### src/rtl/bmpe_pkg.sv
// ----------------------------------------------------------------------------
// bmpe_pkg - shared types and constants of the binomial engine
// Table geometry, datapath widths, register indexes and builder interfaces.
// ----------------------------------------------------------------------------
package bmpe_pkg;

	localparam int TABLE_DEPTH = 4096;
	localparam int ADDR_W      = $clog2(TABLE_DEPTH);
	localparam int VAL_W       = 31;
	localparam int TOP_W       = 12;
	localparam int ARG_W       = 16;
	localparam int PROD_W      = 2 * VAL_W;
	// one product stage, then one conditional subtract per product bit
	localparam int MUL_LAT     = 1 + PROD_W;
	localparam int LAT_W       = $clog2(MUL_LAT + 1);
	localparam int BIT_W       = $clog2(VAL_W);

	localparam logic [VAL_W-1:0] MODULUS_RESET = 31'd998244353;
	localparam logic [TOP_W-1:0] TOP_RESET     = 12'd4095;

	localparam int IDX_W = 2;
	localparam logic [IDX_W-1:0] REG_MODULUS   = 2'd0;
	localparam logic [IDX_W-1:0] REG_TOP_INDEX = 2'd1;

	typedef struct packed {
		logic             valid;
		logic [VAL_W-1:0] a;
		logic [VAL_W-1:0] b;
	} mul_req_t;

	typedef struct packed {
		logic              fact_we;
		logic              inv_we;
		logic [ADDR_W-1:0] addr;
		logic [VAL_W-1:0]  data;
	} tbl_wr_t;

endpackage

### src/rtl/bmpe_builder.sv
// ----------------------------------------------------------------------------
// bmpe_builder - table build sequencer
// Fills factorials upward, takes the top inverse by square and multiply,
// then fills inverse factorials downward, one multiply at a time.
// ----------------------------------------------------------------------------
module bmpe_builder (
	input  logic                       clk,
	input  logic                       arst_n,
	input  logic                       start,
	input  logic                       adv,
	input  logic [bmpe_pkg::VAL_W-1:0] m_eff,
	input  logic [bmpe_pkg::TOP_W-1:0] top_eff,
	input  logic                       res_valid,
	input  logic [bmpe_pkg::VAL_W-1:0] res,
	output bmpe_pkg::mul_req_t         req,
	output bmpe_pkg::tbl_wr_t          wr,
	output logic                       ready
);

	typedef enum logic [6:0] {
		ST_FLUSH = 7'b0000001,
		ST_FACT  = 7'b0000010,
		ST_SQR   = 7'b0000100,
		ST_MULB  = 7'b0001000,
		ST_TOPW  = 7'b0010000,
		ST_INV   = 7'b0100000,
		ST_DONE  = 7'b1000000
	} state_t;

	state_t                           state_q;
	logic [bmpe_pkg::LAT_W-1:0]       flush_q;
	logic [bmpe_pkg::TOP_W-1:0]       i_q;
	logic [bmpe_pkg::VAL_W-1:0]       acc_q;
	logic [bmpe_pkg::VAL_W-1:0]       base_q;
	logic [bmpe_pkg::VAL_W-1:0]       exp_q;
	logic [bmpe_pkg::BIT_W-1:0]       bit_q;
	logic                             wait_q;
	bmpe_pkg::tbl_wr_t                wr_q;
	logic [bmpe_pkg::VAL_W-1:0]       one;
	logic                             busy_mul;
	logic                             take;
	logic [bmpe_pkg::VAL_W-1:0]       i_ext;

	assign one      = (m_eff == bmpe_pkg::VAL_W'(1)) ? '0 : bmpe_pkg::VAL_W'(1);
	assign busy_mul = (state_q inside {ST_FACT, ST_SQR, ST_MULB, ST_INV});
	assign take     = busy_mul && wait_q && res_valid && adv;
	assign i_ext    = bmpe_pkg::VAL_W'(i_q);

	always_comb begin
		req.valid = busy_mul && !wait_q && adv;
		req.a     = acc_q;
		case (state_q)
			ST_FACT, ST_INV: req.b = i_ext;
			ST_SQR:          req.b = acc_q;
			ST_MULB:         req.b = base_q;
			default:         req.b = acc_q;
		endcase
	end

	always_ff @(posedge clk or negedge arst_n) begin
		if (!arst_n) begin
			state_q    <= ST_FLUSH;
			flush_q    <= bmpe_pkg::LAT_W'(bmpe_pkg::MUL_LAT);
			wait_q     <= 1'b0;
			wr_q.fact_we <= 1'b0;
			wr_q.inv_we  <= 1'b0;
		end else begin
			wr_q.fact_we <= 1'b0;
			wr_q.inv_we  <= 1'b0;
			if (start) begin
				// restart: let any product in flight drain first
				state_q <= ST_FLUSH;
				flush_q <= bmpe_pkg::LAT_W'(bmpe_pkg::MUL_LAT);
				wait_q  <= 1'b0;
			end else begin
				if (req.valid) wait_q <= 1'b1;
				if (take) wait_q <= 1'b0;
				case (state_q)
					ST_FLUSH: begin
						if (adv) begin
							if (flush_q != '0) begin
								flush_q <= flush_q - 1'b1;
							end else begin
								wr_q.fact_we <= 1'b1;
								wr_q.addr    <= '0;
								wr_q.data    <= one;
								acc_q        <= one;
								i_q          <= bmpe_pkg::TOP_W'(1);
								if (top_eff == '0) begin
									base_q  <= one;
									exp_q   <= '0;
									bit_q   <= bmpe_pkg::BIT_W'(bmpe_pkg::VAL_W - 1);
									state_q <= ST_SQR;
								end else begin
									state_q <= ST_FACT;
								end
							end
						end
					end
					ST_FACT: begin
						if (take) begin
							wr_q.fact_we <= 1'b1;
							wr_q.addr    <= bmpe_pkg::ADDR_W'(i_q);
							wr_q.data    <= res;
							if (i_q == top_eff) begin
								// start Fermat power of the top factorial
								base_q  <= res;
								acc_q   <= one;
								exp_q   <= (m_eff >= bmpe_pkg::VAL_W'(2)) ?
									(m_eff - bmpe_pkg::VAL_W'(2)) : '0;
								bit_q   <= bmpe_pkg::BIT_W'(bmpe_pkg::VAL_W - 1);
								state_q <= ST_SQR;
							end else begin
								acc_q <= res;
								i_q   <= i_q + 1'b1;
							end
						end
					end
					ST_SQR: begin
						if (take) begin
							acc_q <= res;
							if (exp_q[bit_q]) state_q <= ST_MULB;
							else if (bit_q == '0) state_q <= ST_TOPW;
							else bit_q <= bit_q - 1'b1;
						end
					end
					ST_MULB: begin
						if (take) begin
							acc_q <= res;
							if (bit_q == '0) begin
								state_q <= ST_TOPW;
							end else begin
								bit_q   <= bit_q - 1'b1;
								state_q <= ST_SQR;
							end
						end
					end
					ST_TOPW: begin
						wr_q.inv_we <= 1'b1;
						wr_q.addr   <= bmpe_pkg::ADDR_W'(top_eff);
						wr_q.data   <= acc_q;
						i_q         <= top_eff;
						state_q     <= (top_eff == '0) ? ST_DONE : ST_INV;
					end
					ST_INV: begin
						if (take) begin
							wr_q.inv_we <= 1'b1;
							wr_q.addr   <= bmpe_pkg::ADDR_W'(i_q - 1'b1);
							wr_q.data   <= res;
							acc_q       <= res;
							if (i_q == bmpe_pkg::TOP_W'(1)) state_q <= ST_DONE;
							else i_q <= i_q - 1'b1;
						end
					end
					ST_DONE: begin
						state_q <= ST_DONE;
					end
					default: begin
						state_q <= ST_FLUSH;
						flush_q <= bmpe_pkg::LAT_W'(bmpe_pkg::MUL_LAT);
					end
				endcase
			end
		end
	end

	assign wr    = wr_q;
	// hold ready until the last table write has landed in memory
	assign ready = (state_q == ST_DONE) && !wr_q.inv_we && !start;

endmodule

### config.mk
export PLATFORM = sky130hd
export DESIGN_NAME = bmpe_builder
export DESIGN_NICKNAME = d
export VERILOG_FILES = /design/src/rtl/bmpe_pkg.sv /design/src/rtl/bmpe_builder.sv
export SDC_FILE = /design/constraint.sdc
export NUM_CORES = 1
export LEC_CHECK = 0
export ABC_AREA = 0
export BUFFER_PORTS_ARGS = -buffer_cell sky130_fd_sc_hd__clkbuf_2
export CORE_MARGIN = 1
export CORE_UTILIZATION = 35
export DETAILED_ROUTE_END_ITERATION = 10
export REMOVE_ABC_BUFFERS = 1
export SLEW_MARGIN = 10
export SYNTH_ARGS = -nofsm -noshare
export SYNTH_HDL_FRONTEND = slang
export SYNTH_SLANG_ARGS = --single-unit
export TNS_END_PERCENT = 20
### constraint.sdc
create_clock -name clk -period 13.6 [get_ports clk]
set_clock_uncertainty 0.2 [all_clocks]
set_input_delay 2.04 -clock clk [delete_from_list [all_inputs] [get_ports clk]]
set_output_delay 2.04 -clock clk [all_outputs]
set_load 0.02 [all_outputs]
== Word level (Yosys, flattened, before mapping) ==
Cells that the tools add are included.

* Add/subtract/negate cells: 5
* Order comparisons: 2
* Equal/unequal tests: 33
* Multiplexer cells: 73
* Bitwise gates (word level): 1
* Reductions and logical operators: 29

{| class="wikitable"
|+ Operator list
! cell !! count
|-
| $mux 31 || 16
|-
| $pmux 31 s2 || 3
|-
| $pmux 43 s4 || 1
|-
| $mux 43 || 3
|-
| $pmux 31 s3 || 1
|-
| $mux 7 || 12
|-
| $mux 12 || 6
|-
| $mux 5 || 10
|-
| $pmux 7 s7 || 1
|-
| $pmux 12 s4 || 1
|-
| $mux 45 || 1
|-
| $mux 44 || 1
|-
| $eq 31x1->1 const B || 1
|-
| $ge 31x2->1 const B || 1
|-
| $sub 31x2->31 const B || 1
|-
| $ne 3x3->1 const B || 7
|-
| $ne 2x2->1 const B || 10
|-
| $pmux 5 s4 || 1
|-
| $mux 6 || 3
|-
| $reduce_and 9->1 || 2
|-
| $reduce_and 7->1 || 2
|-
| $add 12x1->12 const B || 1
|-
| $eq 12x1->1 const B || 1
|-
| $eq 12x12->1 || 1
|-
| 34 further kinds || 56
|}

* Register bits after elaboration: 169
* Word-level logic and storage cells: 155

== Longest topological paths before layout ==
Gate-level depths: netlist (run 1).

* Depth after elaboration: 8
* Mapped depth: 9
* Mapped depth without buffers: 8

== Worst setup path after synthesis (run 1) ==
OpenSTA, ideal clock, no wires.

* Kind: input-to-reg
* Start point: input port top_eff[11] (netlist name)
* End point: register base_q[0] (netlist name) (enable)
* Setup time: 571 ps
* Arrival: 7256 ps
* Slack: 5573 ps
* Stages: 5
* Buffers on the path: 0
* Path through: xor2_1 -> nor4_1 -> nand3_1 -> nand2_1 -> nor3b_1

* Cells in the longest elaborated chain, start to end: 3
* Elaborated cells between the ends (all ways): 5
* Those cells by class: eq/ne (3); reduce/logical (2)

{| class="wikitable"
|+ RTL lines
! element !! line !! RTL
|-
| start: declaration || bmpe_builder.sv:12 || <nowiki>input logic [bmpe_pkg::TOP_W-1:0] top_eff,</nowiki>
|-
| $eq 12x12->1 / $logic_not 12->1 (equally long branches) || bmpe_builder.sv:105, bmpe_builder.sv:89 ||
|-
| $ne 2x1->1 (no source line) / $ne 2x2->1 (equally long branches) || -- ||
|-
| $reduce_and 8->1 (no source line) * || -- ||
|-
| end signal: assignment || bmpe_builder.sv:90 || <nowiki>base_q <= one;</nowiki>
|-
| end signal: assignment || bmpe_builder.sv:107 || <nowiki>base_q <= res;</nowiki>
|-
| end: declaration || bmpe_builder.sv:34 || <nowiki>logic [bmpe_pkg::VAL_W-1:0] base_q;</nowiki>
|}

Mark *: on every way between the ends. The rest lies on a longest branch, timed or not.
A chain may end at the register's enable or synchronous reset.

==> run_results.csv, run 1 <==
group,metric,value,unit
worst_setup_path,crit_chain,"or3_1 > nor4_2 > buf_4 > nor2_2 > buf_4 > a22o_1 > clkbuf_2",
drt,wl_met2,11.6,mm
power,p_comb_share,17.6,%
clock_tree,clk_latency,0.43,ns
clock_tree,clkTransAtPathRegs,0.07,ns
sta,fin_setup_tns,0,ns
worst_setup_path,critical_path_buf_inv_count,3,
placed_design,gp_congestion,0.869,
floorplanning,start_util,35.8,%
floorplanning,core_area,25300,sq um
worst_setup_path,slowest_delay,0.54,ns
global_routing,grt_usage,19.3,%
final_layout,nNetsFinal,1053,
clock_tree,cts_buffer_depth,2,
yosys,synth_edf_count,153,
worst_setup_path,setup.worst_path.end_class,"output pin",
floorplanning,fp.dieW,163,um
drt,vias,7066,
power,intPower,955,uW
power,power_density,127,nW/um^2
worst_hold_path,hp-class,"flip-flop to flip-flop",
power,ir_worst_vdd,0.0791,mV
yosys,post-synth-top-count-cell,"edfxtp_1",
drt,antenna_left,0,
drt,drt-initial-drc-count,583,
sta,setup_ws,8.47,ns
yosys,synth-async-reset-ratio,9.47,%
clock_tree,postCtsSetupRepairBufs,0,
clock_tree,cts_hold_buf,0,
yosys,yosysWarnings,0,
worst_setup_path,required,11.36,ns
yosys,synth-seq-area-share,55.4,%
drt,met3WireLength,1.45,mm
clock_tree,numCtsBuffers,17,
clock_tree,clock-sinks,169,
global_routing,grt_pass1_wl,39.0,mm
drt,wire_per_inst,19.0,um
final_layout,finalCoreUtilization,43.1,%
yosys,ys_types,59,
floorplanning,boundaryPins,188,
final_layout,area_delta_synth_final,20.6,%
yosys,ys_ff_latch,169,
sta,slew_headroom,23.1,%
drt,avgViaCountPerCell,5.39,
power,switching_share,31.2,%
sta,min_period,5.13,ns
yosys,netlist_top_cells_count,"153 x edfxtp_1, 71 x nor2_1, 68 x nand2_1",
drt,drt_pass1_iterations,5,
global_routing,grt_max_degree,63,
worst_setup_path,start_kind,"flip-flop",
placed_design,pre_cts_slack,8.46,ns
clock_tree,cts_resized,0,
power,leakage,0.00426,uW
sta,drv_slew,0,
yosys,yosysTopAreaCell,"edfxtp_1",
run,maxCapViolCount,0,
sta,fmax,0.195,GHz
sta,rsz0062_at_grt,"no",
global_routing,grt_antenna_before_repair,2,
clock_tree,cts_tree,"built",
sta,finalCritPeriodShare,37.7,%
power,clkPwrFrac,36.7,%
worst_setup_path,crit_fanout,32,
floorplanning,die_area,26500,sq um
yosys,synthFlopType,"edfxtp_1",
sta,setup_viol,0,
drt,drcViolationCount,0,
yosys,syn_area_per_cell,11.2,sq um
clock_tree,root_buffer,"clkbuf_16",
drt,wl_met1,11.4,mm
yosys,synth_area,9040,sq um
placed_design,port_buffers,187,
global_routing,first_global_vias,6863,
power,power_frac_seq,45.6,%
drt,highest_layer,"met5",
yosys,yosys.area.top_type_share,50.8,%
global_routing,grt_overflow,0,
placed_design,place_hpwl,16.6,mm
yosys,synthTopCellsByArea,"edfxtp_1 51%, a22o_1 5.1%, and2_1 4.3%",
floorplanning,row_count,58,
worst_setup_path,cp_top_family,"buffers and inverters",
worst_setup_path,cp_common_cell,"buf_4",
worst_setup_path,path_class,"flip-flop to output pin",
sta,tightest_slew,1.15,ns
worst_setup_path,crit_slowest_cell,"dfrtp_1",
yosys,syn_inst,807,
worst_setup_path,critPathArrivalTime,2.89,ns
final_layout,drive_gt1_share,26.0,%
status,outcome,"finished clean",
sta,hold_violations,0,
floorplanning,die_y,163,um
clock_tree,ctsHtreeMaxLevel,4,
drt,wl,25.0,mm
power,switchingPower,433,uW
-- power groups by stage --
| stage | Clock (uW) | Sequential (uW) | Combinational (uW) |
|---|---|---|---|
| after CTS | 519 | 633 | 247 |
| after detailed placement | 0 | 644 | 246 |
| after global routing | 539 | 637 | 266 |
| after floorplan | 0 | 663 | 124 |
| after global placement | 0 | 643 | 244 |
| final | 510 | 633 | 245 |
-- layout make-up --
| class | count | area [sq um] |
|---|---|---|
| Timing Repair Buffer | 196 | 1000 |
| Antenna cell | 1 | 2.50 |
| Multi-Input combinational cell | 568 | 3790 |
| Clock inverter | 15 | 196 |
| Sequential cell | 169 | 5000 |
| Inverter | 15 | 56.3 |
| Clock buffer | 17 | 425 |
| Fill cell | 2475 | 14400 |
| Tap cell | 330 | 413 |
-- logic make-up after synthesis --
family,after synthesis,synth area share (%)
compound gates,160,13.8
xor+xnor,61,5.91
fa+ha+maj,7,0.969
buf+inv,70,3.23
flops,169,55.4
mux,17,1.92
simple gates,323,18.7
-- worst register-to-register path, stage by stage (launching register included) --
cell and delay (ns):
dfrtp_1 0.49, or2_2 0.39, nor2_1 0.29, and3_2 1.00, nor2_1 0.33, a221oi_4 0.29, buf_4 0.56, o211a_1 0.64
-- worst paths after layout --
path	from	endpoint	slack (ns)	depth (start not counted)
hold reg to reg	flush_q[1]	flush_q[1]	0.33	1
setup / recovery	state_q[5]	req[12]	8.47	7
hold / removal	flush_q[1]	flush_q[1]	0.33	1
setup reg to reg	state_q[1]	i_q[5]	9.03	7
max in group asynchronous	arst_n	flush_q[5]	11.54	1
min in group asynchronous	arst_n	state_q[1]	1.33	1
-- layer usage --
metal	vias up	GRT usage, %
met2	233	29.8
li1	3353	-
met4	2	6.92
met5	-	0
met1	3447	26.4
met3	31	4.28
-- registers in the layout, indices dropped and copies added, names as in the netlist --
name,flops
state_q,7
flush_q,6
base_q,31
wait_q,1
i_q,12
bit_q,5
wr,45
acc_q,31
exp_q,31
-- cells in the final DEF, fill, tap and decap left out, types with 6 or more instances in the layout --
cell / n
nor2_1: 70
a221o_1: 7
nand2b_1: 6
nor2b_1: 11
xor2_1: 29
nand4_1: 9
o21ai_0: 17
nand2_1: 68
xnor2_1: 32
dfrtp_1: 9
nand3_1: 14
a21oi_1: 12
clkbuf_16: 17
a22o_1: 53
nor4_1: 12
nor4b_1: 6
or3_1: 7
mux2i_1: 14
ha_1: 7
or4_1: 7
nor3_1: 15
buf_4: 9
dfstp_2: 7
inv_1: 15
o211ai_1: 9
a22oi_1: 20
edfxtp_1: 153
and3_1: 11
clkbuf_2: 187
and2_1: 62
-- stage by stage --
stage / instance area (sq um) / power [uW] / hold slack [ns] / std cells
after floorplan: 8800 / 787 / 0.299 / 752
after global placement: 10300 / 887 / 0.318 / 1278
after detailed placement: 10300 / 890 / 0.320 / 1278
after CTS: 10900 / 1400 / 0.331 / 1310
after global routing: 10900 / 1440 / 0.339 / 1311
final: 10900 / 1390 / 0.327 / 1311
Power figures use the tool's default switching activity.
==> run 2: changes to the inputs <==
- clock period: 13.6 -> 5.4 ns (I/O delays scaled with it)
==> run_results.csv, run 2 (synthesis results as in run 1) <==
group,metric,value,unit
floorplanning,boundaryPins,188,
worst_hold_path,hp-class,"input pin to async pin",
global_routing,grt_usage,18.7,%
final_layout,area_delta_synth_final,20.4,%
sta,setup_viol,0,
power,leakage,0.00425,uW
floorplanning,core_area,25300,sq um
clock_tree,numCtsBuffers,17,
final_layout,drive_gt1_share,26.0,%
clock_tree,clk_latency,0.43,ns
global_routing,grt_pass1_wl,37.8,mm
final_layout,layout_common_cells,"187 x clkbuf_2, 153 x edfxtp_1, 70 x nor2_1, 68 x nand2_1, 62 x and2_1",
floorplanning,die_area,26500,sq um
run,maxCapViolCount,0,
drt,avgViaCountPerCell,5.36,
clock_tree,cts_buffer_depth,2,
power,power_density,317,nW/um^2
floorplanning,fp.dieW,163,um
sta,min_period,3.90,ns
drt,drt-initial-drc-count,532,
placed_design,place_hpwl,16.6,mm
final_layout,n_fill_cell,2481,
worst_setup_path,crit_fanout,32,
global_routing,grt_antenna_before_repair,1,
placed_design,gp_congestion,0.852,
global_routing,grt_overflow,0,
drt,vias,7024,
global_routing,first_global_vias,6891,
placed_design,port_buffers,187,
floorplanning,row_count,58,
worst_setup_path,r2r_slack,1.75,ns
clock_tree,clkTransAtPathRegs,0.07,ns
final_layout,finalCoreUtilization,43.1,%
final_layout,nNetsFinal,1053,
placed_design,pre_cts_slack,1.67,ns
clock_tree,clock-sinks,169,
drt,antenna_left,0,
drt,drt_pass1_iterations,5,
drt,wire_per_inst,18.5,um
placed_design,dp.cells,1278,
final_layout,seq_area,5000,sq um
sta,slew_headroom,22.6,%
floorplanning,die_y,163,um
sta,rsz0062_at_grt,"no",
sta,drv_slew,0,
sta,finalCritPeriodShare,72.2,%
final_layout,largest_reg_flops,45,
worst_setup_path,start_kind,"flip-flop",
worst_setup_path,path_class,"flip-flop to output pin",
sta,setup_ws,1.50,ns
floorplanning,start_util,35.8,%
worst_setup_path,required,4.39,ns
power,ir_worst_vdd,0.197,mV
clock_tree,ctsHtreeMaxLevel,4,
global_routing,grt_max_degree,63,
final_layout,multi_input_area,3790,sq um
status,outcome,"finished clean",
drt,drcViolationCount,0,
clock_tree,postCtsSetupRepairBufs,0,
final_layout,final_common_cell,"clkbuf_2",
sta,hold_violations,0,
clock_tree,cts_tree,"built",
final_layout,stdcell_count,1310,
clock_tree,root_buffer,"clkbuf_16",
drt,wl,24.2,mm
clock_tree,cts_hold_buf,0,
sta,fmax,0.257,GHz
final_layout,diodes,0,
clock_tree,cts_resized,0,
worst_setup_path,critPathArrivalTime,2.89,ns
sta,tightest_slew,1.15,ns
worst_setup_path,setup.worst_path.end_class,"output pin",
## run 2: changes by cell type in the layout (fill, tap and decap cells not counted)
cell       delta
inv_6         -2
clkinv_4      +2
diode_2       -1
clkinv_8      +1
bufinv_16     -1
## run 2: final timing paths
path / end / cells past startpoint / start
max in group asynchronous: state_q[0] / 1 / arst_n
hold reg to reg: flush_q[1] / 1 / flush_q[1]
setup / recovery: req[15] / 7 / state_q[5]
setup reg to reg: bit_q[2] / 5 / bit_q[1]
min in group clk: flush_q[1] / 1 / flush_q[1]
hold / removal: state_q[6] / 1 / arst_n
## run 2: report_power, final
part / total, uW / switching [uW] / internal, uW
combinational: 616 / 410 / 206
sequential: 1590 / 69.4 / 1530
clock: 1230 / 605 / 628
## run 2: per-layer routing
layer / routed length, um / vias up / global-route usage [%]
met5: 16 / - / 0
li1: - / 3345 / -
met3: 1300 / 35 / 3.79
met2: 11400 / 218 / 29.9
met1: 11000 / 3424 / 24.9
met4: 582 / 2 / 6.75
## run 2: layout make-up
type | instances | area share, %
clock buffer | 17 | 3.91
clock inverter | 15 | 1.68
multi-input combinational | 568 | 34.9
timing repair buffer | 196 | 9.22
inverter | 15 | 0.518
tap | 330 | 3.80
sequential | 169 | 46.0
## run 2: per-stage QoR
stage | hold WS, ns | TNS [ns] | total power [uW] | area, sq um
2_1_floorplan | 0.299 | -175.67 | 1980 | 8800
3_3_place_gp | 0.315 | 0 | 2230 | 10300
3_5_place_dp | 0.314 | 0 | 2240 | 10300
4_1_cts | 0.110 | 0 | 3470 | 10900
5_1_grt | 0.125 | 0 | 3570 | 10900
6_report | 0.122 | 0 | 3440 | 10900
## run 2: worst max-delay path: stages (launching register included)
cell      delay, ns
dfrtp_1        0.54
or3_1          0.48
nor4_2         0.24
buf_4          0.43
nor2_2         0.07
buf_4          0.26
a22o_1         0.25
clkbuf_2       0.16
